`config.mk`:
```
export PLATFORM = sky130hd
export DESIGN_NAME = ssed_out_fifo
export DESIGN_NICKNAME = d
export VERILOG_FILES = /design/src/rtl/assert_macros.svh /design/src/rtl/ssed_pkg.sv /design/src/rtl/ssed_out_fifo.sv
export SDC_FILE = /design/constraint.sdc
export NUM_CORES = 1
export LEC_CHECK = 0
export ABC_CLOCK_PERIOD_IN_PS = 5500
export BUFFER_PORTS_ARGS = -buffer_cell sky130_fd_sc_hd__buf_2
export CAP_MARGIN = 10
export CORE_MARGIN = 2
export CORE_UTILIZATION = 30
export CTS_CLUSTER_SIZE = 24
export DETAILED_ROUTE_END_ITERATION = 8
export SYNTH_ARGS = -nofsm -noshare
export SYNTH_HDL_FRONTEND = slang
export SYNTH_SLANG_ARGS = --single-unit
```
`constraint.sdc`:
```
create_clock -name clk -period 5.5 [get_ports clk]
set_input_delay 1.65 -clock clk [delete_from_list [all_inputs] [get_ports clk]]
set_output_delay 1.65 -clock clk [all_outputs]
set_load 0.02 [all_outputs]
```
`src/rtl/assert_macros.svh`:
```
`ifndef ASSERT_MACROS_SVH
`define ASSERT_MACROS_SVH

// Checks a condition at every clock edge outside reset.
`define ASSERT_ALWAYS(label, clk, rst_n, expr, msg) \
  label: assert property (@(posedge clk) disable iff (!rst_n) (expr)) else $error(msg);

// Checks that a consequent holds in the same cycle as its antecedent.
`define ASSERT_IMPLIES(label, clk, rst_n, ante, cons, msg) \
  label: assert property (@(posedge clk) disable iff (!rst_n) (ante) |-> (cons)) else $error(msg);

`endif

```
`src/rtl/ssed_pkg.sv`:
```
`timescale 1ns / 1ps

package ssed_pkg;

  localparam int FW_W       = 11;
  localparam int FH_W       = 13;
  localparam int LIMIT_W    = 15;
  localparam int CFG_DATA_W = 15;
  localparam int CFG_IDX_W  = 2;
  localparam int X_W        = 10;
  localparam int Y_W        = 12;
  localparam int MAX_HEIGHT = 4096;

  localparam int FIFO_DEPTH = 8;
  localparam int FIFO_PTR_W = 3;
  localparam int FIFO_CNT_W = 4;

  localparam logic [FW_W-1:0] FW_RESET = 11'd640;
  localparam logic [FH_W-1:0] FH_RESET = 13'd480;

  localparam logic [CFG_IDX_W-1:0] REG_FRAME_WIDTH  = 2'd0;
  localparam logic [CFG_IDX_W-1:0] REG_FRAME_HEIGHT = 2'd1;
  localparam logic [CFG_IDX_W-1:0] REG_LOW_CONTRAST = 2'd2;

  typedef struct packed {
    logic no_greater;
    logic no_less;
  } lane_flags_t;

  typedef struct packed {
    logic           valid;
    logic           emit_ok;
    logic [X_W-1:0] x;
    logic [Y_W-1:0] y;
  } pipe_meta_t;

endpackage

```
`src/rtl/ssed_out_fifo.sv`:
```
`timescale 1ns / 1ps

module ssed_out_fifo #(
  parameter int W = 40
) (
  input  logic                            clk,
  input  logic                            rst_n,
  input  logic                            push,
  input  logic [W-1:0]                    push_data,
  input  logic                            pop,
  output logic                            head_valid,
  output logic [W-1:0]                    head_data,
  output logic [ssed_pkg::FIFO_CNT_W-1:0] count
);
  import ssed_pkg::*;

  logic [W-1:0]          buf_r [FIFO_DEPTH];
  logic [FIFO_PTR_W-1:0] wr_ptr_r;
  logic [FIFO_PTR_W-1:0] rd_ptr_r;
  logic [FIFO_CNT_W-1:0] count_r;
  logic [FIFO_CNT_W-1:0] count_nxt;

  always_ff @(posedge clk) begin
    if (push) begin
      buf_r[wr_ptr_r] <= push_data;
    end
  end

  always_comb begin
    count_nxt = count_r;
    if (push && !pop) count_nxt = count_r + FIFO_CNT_W'(1);
    if (pop && !push) count_nxt = count_r - FIFO_CNT_W'(1);
  end

  always_ff @(posedge clk) begin
    if (!rst_n) begin
      wr_ptr_r <= '0;
      rd_ptr_r <= '0;
      count_r  <= '0;
    end else begin
      if (push) wr_ptr_r <= wr_ptr_r + FIFO_PTR_W'(1);
      if (pop)  rd_ptr_r <= rd_ptr_r + FIFO_PTR_W'(1);
      count_r <= count_nxt;
    end
  end

  assign head_valid = (count_r != '0);
  assign head_data  = buf_r[rd_ptr_r];
  assign count      = count_r;

endmodule

```
==> qor.csv <==
metric;value;unit
final_cell_mix;edfxtp_1 (320), buf_2 (88), mux4_1 (80), mux2_2 (41), clkbuf_16 (37);
ys_seq_area_share;76.2;%
criticalPathCategory;register to primary output;
final_util;35.8;%
synth_area_per_cell;24.4;sq um
max_cap_viol_count;0;
dp_hpwl;13.5;mm
num_vias;5723;
holdPathEnd;count[3]$_SDFFE_PN0P_;
hold_class;register to register;
worstRegToRegCells;3;
cts.reportedPaths.clkPinSlew;0.06;ns
cts_max_level;2;
worstSetupStartpointType;register;
grt_first_pass_wirelength;37.0;mm
pwr-share-comb;8.0;%
insertion_delay;0.51;ns
final_net_count;697;
fin_setup_tns;0;ns
ant_nets;0;
post_drt_wl_per_cell;20.1;um
min-delay-start;count[3]$_SDFFE_PN0P_;
post_cts_buffers;0;
worstMarginPinSlew;0.902;ns
hold_buffers;0;
clockPowerShare;41.7;%
multiInputGateArea;0.00298;sq mm
seq_power_share;50.3;%
worst-r2r-setup-slack;3.48;ns
cts_buffers;36;
min_path_cells;2;
fp.dieW;212;um
syn2layout_area_growth;18.5;%
cpPeakStageDelay;0.89;ns
drc;0;
period_needed;4.46;ns
layout-drive-gt1-share;30.5;%
firstDrtPassIters;4;
synth_fp_nets;580;
slew_violations;0;
ctsResizeCount;0;
ff_latch_area;0.00988;sq mm
layout_commonest_cell;edfxtp_1;
yosysWarnings;0;
antenna_found_initial;5;
portBuffers;88;
finalCritPeriodShare;81.0;%
grt_max_degree;48;
cts_sinks;333;
leakagePower;5.05;nW
worstPathRequired;3.85;ns
rows;76;
cp.arrival;2.81;ns
fp.dieArea;0.0449;sq mm
fmax;224;MHz
clockBufferDepth;3;
r2r-end;buf_r[5][4]$_DFFE_PP_;
grt_pass1_vias;5789;
setup_viol;0;
p_sw;0.00123;W
critical_path_peak_fanout;47;
via_per_inst;4.55;
routed_wirelength;25.3;mm
cp_slowest_cell;dfxtp_4;
cts_tree;built;
core;0.0429;sq mm
synth_cells;531;
yosysUniqueCellTypes;25;
first_iter_violations;307;
worst_setup_path_end_kind;primary output;
grt_usage;11.3;%
grt_overflow;0;
ir_worst_vdd;0.000142;V
skew;0.0120;ns
p_sw_share;21.4;%
intPower;0.00453;W
hold_viol_final;0;
die_h;212;um
initial_utilization;30.2;%
r2r_start;wr_ptr_r[0]$_SDFFE_PN0P_;
fillers;3926;
root_buffer;clkbuf_16;
slew_headroom;39.7;%
p_per_area;375;mW/mm^2
pin_count;89;
worstPathCellList;buf_12 -> mux4_1 -> mux2_2 -> buf_2;
rsz0062_at_grt;false;
outcome;finished clean;
ys_ff_latch;333;
gp_congestion;0.628;
synthesis.area;0.0130;sq mm
-- layout make-up --
class	count	share of cell area, %
antenna	1	0.0163
clock buffer	42	6.15
clock inverter	21	1.52
inverter	1	0.0244
multi-input combinational	173	19.4
sequential	333	64.3
tap	585	4.77
timing repair buffer	103	3.76
-- Yosys cell counts --
cell type  number  area [sq um]
edfxtp_1      320          9610
mux4_1         80          2100
mux2_2         41           462
clkbuf_1       15          56.3
dfxtp_1        13           260
buf_6           9           101
and2_1          6          37.5
nand2_1         6          22.5
nor2_1          6          22.5
ha_1            5          62.6
mux2i_1         4          40.0
nand2b_1        4          25.0
xor2_1          4          35.0
nor2b_1         3          18.8
nor3_1          3          15.0
xnor2_1         3          26.3
a21boi_0        1          7.51
a21oi_1         1          5.00
a41oi_1         1          8.76
inv_1           1          3.75
nor4b_1         1          8.76
o21ai_0         1          5.00
o41ai_1         1          8.76
or3_1           1          6.26
or4_1           1          7.51
-- layer usage --
| metal | vias to the layer above | routed length [um] | GRT usage, % |
|---|---|---|---|
| met3 | 43 | 1370 | 3.38 |
| met5 | - | 38 | 0 |
| met4 | 8 | 488 | 3.35 |
| met2 | 104 | 11900 | 17.7 |
| li1 | 2549 | - | - |
| met1 | 3019 | 11500 | 15.3 |
-- per-stage QoR --
stage          hold WS [ns]  total power [W]  setup WS [ns]  area, sq um  std cells
3_5_place_dp          0.466          0.00343           1.53        14200       1195
5_1_grt               0.517          0.00596          0.905        15400       1258
6_report              0.476          0.00576           1.04        15400       1259
4_1_cts               0.478          0.00584          0.964        15400       1258
2_1_floorplan         0.512          0.00326          0.526        13000        531
3_3_place_gp          0.463          0.00342           1.52        14200       1195
-- cell families (layout without fill, tap and decap cells) --
group	Yosys count	after routing	synth area share, %
XOR/XNOR	7	7	0.473
other	0	1	0
buffers and inverters	25	167	1.25
AO/OA/AOI/OAI	5	5	0.270
multiplexers	125	125	20.1
adder cells (fa/ha/maj)	5	5	0.483
AND/OR/NAND/NOR	31	31	1.26
flip-flops	333	333	76.2
-- worst max-delay path: cells and delay by family (launching register included) --
| kind | cells | cell delay, ns |
|---|---|---|
| buf+inv | 2 | 0.45 |
| flops | 1 | 0.89 |
| mux | 2 | 0.87 |
-- sequential cells by signal, summed over array words and instances (netlist names), named ones only --
signal / flops
wr_ptr_r: 3
buf_r: 320
count: 4
rd_ptr_r: 3
-- how the worst max path moves through the flow --
stage,from,end,slack (ns)
2_1_floorplan,push,buf_r[0][0]$_DFFE_PP_,0.53
3_3_place_gp,register,head_data[11],1.52
3_5_place_dp,register,head_data[15],1.53
4_1_cts,register,head_data[36],0.96
5_1_grt,register,head_data[11],0.90
6_report,register,head_data[36],1.04
-- power groups by stage --
stage	clock network (W)	registers, W	logic, W
5_1_grt	0.00255	0.00291	0.000503
2_1_floorplan	0	0.00293	0.000328
6_report	0.00240	0.00290	0.000461
3_5_place_dp	0	0.00295	0.000476
4_1_cts	0.00246	0.00290	0.000477
3_3_place_gp	0	0.00295	0.000471
No activity file was read; power rests on OpenSTA's default activity.
