## src/rtl/assert_macros.svh

```systemverilog
`ifndef ASSERT_MACROS_SVH
`define ASSERT_MACROS_SVH

// Checks a condition at every clock edge outside reset.
`define ASSERT_ALWAYS(label, clk, rst_n, expr, msg) \
  label: assert property (@(posedge clk) disable iff (!rst_n) (expr)) else $error(msg);

// Checks that a consequent holds in the same cycle as its antecedent.
`define ASSERT_IMPLIES(label, clk, rst_n, ante, cons, msg) \
  label: assert property (@(posedge clk) disable iff (!rst_n) (ante) |-> (cons)) else $error(msg);

`endif

```

## src/rtl/ssed_pkg.sv

```systemverilog
`timescale 1ns / 1ps

package ssed_pkg;

  localparam int FW_W       = 11;
  localparam int FH_W       = 13;
  localparam int LIMIT_W    = 15;
  localparam int CFG_DATA_W = 15;
  localparam int CFG_IDX_W  = 2;
  localparam int X_W        = 10;
  localparam int Y_W        = 12;
  localparam int MAX_HEIGHT = 4096;

  localparam int FIFO_DEPTH = 8;
  localparam int FIFO_PTR_W = 3;
  localparam int FIFO_CNT_W = 4;

  localparam logic [FW_W-1:0] FW_RESET = 11'd640;
  localparam logic [FH_W-1:0] FH_RESET = 13'd480;

  localparam logic [CFG_IDX_W-1:0] REG_FRAME_WIDTH  = 2'd0;
  localparam logic [CFG_IDX_W-1:0] REG_FRAME_HEIGHT = 2'd1;
  localparam logic [CFG_IDX_W-1:0] REG_LOW_CONTRAST = 2'd2;

  typedef struct packed {
    logic no_greater;
    logic no_less;
  } lane_flags_t;

  typedef struct packed {
    logic           valid;
    logic           emit_ok;
    logic [X_W-1:0] x;
    logic [Y_W-1:0] y;
  } pipe_meta_t;

endpackage

```

## src/rtl/ssed_merge.sv

```systemverilog
`timescale 1ns / 1ps

module ssed_merge #(
  parameter int SAMPLE_BITS = 16
) (
  input  logic                           clk,
  input  logic                           rst_n,
  input  ssed_pkg::pipe_meta_t           s2_meta,
  input  logic signed [SAMPLE_BITS-1:0]  centre,
  input  ssed_pkg::lane_flags_t          lane_flags [3],
  input  logic [ssed_pkg::LIMIT_W-1:0]   limit,
  output logic                           s3_valid,
  output logic                           push,
  output logic [ssed_pkg::X_W-1:0]       res_x,
  output logic [ssed_pkg::Y_W-1:0]       res_y,
  output logic signed [SAMPLE_BITS-1:0]  res_value,
  output logic                           res_max,
  output logic                           res_min
);
  import ssed_pkg::*;

  localparam int SB   = SAMPLE_BITS;
  localparam int CMPW = ((SB > LIMIT_W) ? SB : LIMIT_W) + 1;

  pipe_meta_t           s3_meta_r;
  logic signed [SB-1:0] s3_centre_r;
  logic [CMPW-1:0]      centre_ext;
  logic [CMPW-1:0]      mag;
  logic [CMPW-1:0]      limit_ext;
  logic                 all_max;
  logic                 all_min;

  always_ff @(posedge clk) begin
    if (!rst_n) begin
      s3_meta_r <= '0;
    end else begin
      s3_meta_r <= s2_meta;
    end
  end

  always_ff @(posedge clk) begin
    s3_centre_r <= centre;
  end

  always_comb begin
    centre_ext = {{(CMPW-SB){s3_centre_r[SB-1]}}, s3_centre_r};
    mag        = centre_ext[CMPW-1] ? (~centre_ext + CMPW'(1)) : centre_ext;
    limit_ext  = CMPW'(limit);
    all_max    = lane_flags[0].no_greater && lane_flags[1].no_greater &&
                 lane_flags[2].no_greater;
    all_min    = lane_flags[0].no_less && lane_flags[1].no_less && lane_flags[2].no_less;
  end

  assign s3_valid  = s3_meta_r.valid;
  assign push      = s3_meta_r.valid && s3_meta_r.emit_ok && (mag >= limit_ext) &&
                     (all_max || all_min);
  assign res_x     = s3_meta_r.x;
  assign res_y     = s3_meta_r.y;
  assign res_value = s3_centre_r;
  assign res_max   = all_max;
  assign res_min   = all_min;

endmodule

```

## config.mk

```make
export PLATFORM = sky130hd
export DESIGN_NAME = ssed_merge
export DESIGN_NICKNAME = d
export VERILOG_FILES = /design/src/rtl/assert_macros.svh /design/src/rtl/ssed_pkg.sv /design/src/rtl/ssed_merge.sv
export SDC_FILE = /design/constraint.sdc
export NUM_CORES = 1
export LEC_CHECK = 0
export ABC_AREA = 1
export BUFFER_PORTS_ARGS = -buffer_cell sky130_fd_sc_hd__buf_4
export CORE_ASPECT_RATIO = 1.25
export CORE_MARGIN = 5
export CORE_UTILIZATION = 48
export CTS_BUF_LIST = sky130_fd_sc_hd__clkbuf_16
export CTS_CLUSTER_DIAMETER = 60
export DETAILED_ROUTE_END_ITERATION = 10
export PLACE_DENSITY = 0.85
export SYNTH_ARGS = -nofsm -noshare
export SYNTH_HDL_FRONTEND = slang
export SYNTH_SLANG_ARGS = --single-unit
```

## constraint.sdc

```tcl
create_clock -name clk -period 6.4 [get_ports clk]
set_input_delay 1.28 -clock clk [delete_from_list [all_inputs] [get_ports clk]]
set_output_delay 1.28 -clock clk [all_outputs]
set_load 0.005 [all_outputs]
```

==> impl_results.md <==
- Status: finished, final reports clean
- Pleak: 1.67 nW
- Number of gates resized after cts: 0
- Final period utilization: approximately 60%
- # rows: 26
- Root Driver: clkbuf_16
- Sequential share of the synthesized area: between 40% and 50%
- Num CTS Buffers: 5
- Initial core utilization: between 40% and 50%
- Vias per cell: 4.25
- Hold path depth: 1
- Clock tree buffer depth: 2
- Period minus WS final: about 3800 ps
- Layout cell share with drive strength beyond 1: 35.1%
- Post-synth top area share: approximately two fifths
- Unrepaired setup endpoints after global routing: no
- Max Fanout on Critical Path: 3
- Post-synth ARST share: 0%
- Core outline area: about 0.0040 mm2
- Slew Viols, Final: 0
- Total grt overflow: 0
- Register bit total from synthesis: 40
- TritonCTS sink count: 40
- Hold path startpoint: centre[2]
- First-pass DRT Iterations: 4
- GRT Total Usage: 17.4%
- Worst Hold End: res_value[2]
- PD cells: 218 mW/mm2
- Antenna Violating Nets Remaining: 0
- Number of global-route vias before repair: ~1,700
- WL final: ~4.4 mm
- Post-CTS setup buffer count: 0
- Largest net degree at the start of global routing: 25
- CTS tree: done
- Total Nets Final: 414
- Peak supply drop: between 150 and 200 uV
- Commonest cells in the netlist: inv_1, nand2_1, dfxtp_1
- Yosys cell types: 26
- H-tree levels: 2
- Mapped Area: between 0.0015 and 0.002 mm2
- Layout area overhead: 41.1%
- I/O Pins: between 100 and 150
- Most frequent cell after synthesis: inv_1
- Initial antenna violation count: 0
- Fmax: roughly 260 MHz
- Worst setup SP type: flop
- Routed WL per cell: roughly 11 um
- CP top delay family: simple AND/OR/NAND/NOR gates
- # diodes: 0
- Crit path buffers/inverters: 4
- Total Power: 0.603 mW
- Clk slew on worst S/H paths: 50 ps
- Mapped Nets: approximately 330
- Initial DRC count: 31
- First-pass GRT wire length: just over 7 mm
- Crit-path cells: inv_1 > ha_1 > nand4_1 > inv_2 > a21oi_1 > xor2_1 > ha_1 > nand2_1 > nor2_1 > inv_1 > nor2_1 > nor2_1 > nand2_1 > nand2_1 > a21oi_2 > buf_4
- Endpoint class of the critical path: output pin
- Post-synth EDFFs: 0
- Ys Warns: 0
- CP required: a little over 5000 ps
- Number of remaining DRC errors: 0
- Syn Area/Cell: just under 8 um2
- Hold crit path type: input pin to flop
- Final Hold Fails: 0
- Synth Flop Type: dfxtp_1
- # setup viols final: 0
- Via Count: between 1,500 and 2,000
- GP Congestion: roughly 0.79
- Die W: about 67 um
- Max_cap viols: 0
- Slew at the pin closest to its max-slew limit: approximately 410 ps
- Die area: ~0.0055 mm2
- Yosys top cell by area: dfxtp_1
- Worst EP arrival: 2540 ps
- CP max stage cell: dfxtp_1
- Slew headroom: 72.8%
- Die Span Y: between 80 and 90 um
- Mapped Cells: between 200 and 250
- Area contributors post-synth: dfxtp_1, inv_1, ha_1
- Setup TNS: 0 ps
- Hpwl dp: slightly below 4 mm
- Crit-path max cell delay: 370 ps
- Post-CTS Hold Fix Bufs: 0
- Port Buffers: 104
- Kind of critical path: flop to output pin
==> state kept, by name, indices dropped and copies added, names as in the netlist <==
signal     count
s3_meta_r      1
res_value     16
res_y         12
res_x         10
s3_valid       1
==> placed cells by master (no fill, tap or decap) <==
cell type	count
a21oi_1	8
a21oi_2	1
and3_1	1
buf_4	104
clkbuf_16	5
clkinv_1	1
dfxtp_1	40
ha_1	16
inv_1	60
inv_2	1
nand2_1	53
nand2_2	3
nand3_1	4
nand3_2	1
nand3b_1	1
nand4_1	3
nor2_1	12
nor2_2	1
nor2_4	1
nor3_2	1
nor4_1	1
o211ai_1	1
o21ai_0	3
o21ai_1	1
xnor2_1	2
xor2_1	11
==> cell type report <==
class,count,area [um2]
clock inverters,3,11.3
flip-flops and latches,40,801
fillers,347,1240
inverters,59,221
clock buffers,5,125
repair buffers,104,781
multi-input cells,125,749
well taps,56,70.1
==> power breakdown <==
part	switching (mW)	internal [mW]
Sequential	0.00872	0.263
Clock	0.0814	0.140
Combinational	0.0471	0.0628
Total	0.137	0.465
==> through the flow <==
step / setup WS [ps] / utilization [%] / hold WS, ps / instances / area [um2]
floorplan: 2910 / - / 1310 / 249 / 1960
global placement: 2640 / 65.5 / 1380 / 384 / 2620
detailed placement: 2610 / 65.5 / 1390 / 384 / 2620
CTS: 2540 / 68.9 / 1100 / 392 / 2760
global route: 2270 / 68.9 / 1100 / 392 / 2760
finish: 2580 / 68.9 / 1110 / 392 / 2760
==> kinds of logic after synthesis <==
logic type / Yosys count / synth area share (%)
compound gates: 14 / 3.90
simple gates: 82 / 18.4
xor+xnor: 13 / 5.82
buf+inv: 84 / 20.7
fa+ha+maj: 16 / 10.2
flops: 40 / 40.9
==> per-layer routing <==
layer / up-vias / routed length [um] / track usage [%]
met3: 5 / 663 / 11.8
met2: 67 / 2340 / 32.6
met4: 0 / 42 / 5.68
met1: 710 / 1330 / 14.1
met5: - / 0 / 0
li1: 884 / - / -
==> how the worst max path moves through the flow <==
stage / from / end / slack [ps] / cells after the start
finish: res_value[0] / push / 2580 / 16
global route: res_value[0] / push / 2270 / 16
CTS: res_value[0] / push / 2540 / 17
detailed placement: limit[8] / push / 2610 / 12
global placement: limit[8] / push / 2640 / 12
floorplan: limit[8] / push / 2910 / 10
No activity file was read; power rests on OpenSTA's default activity.
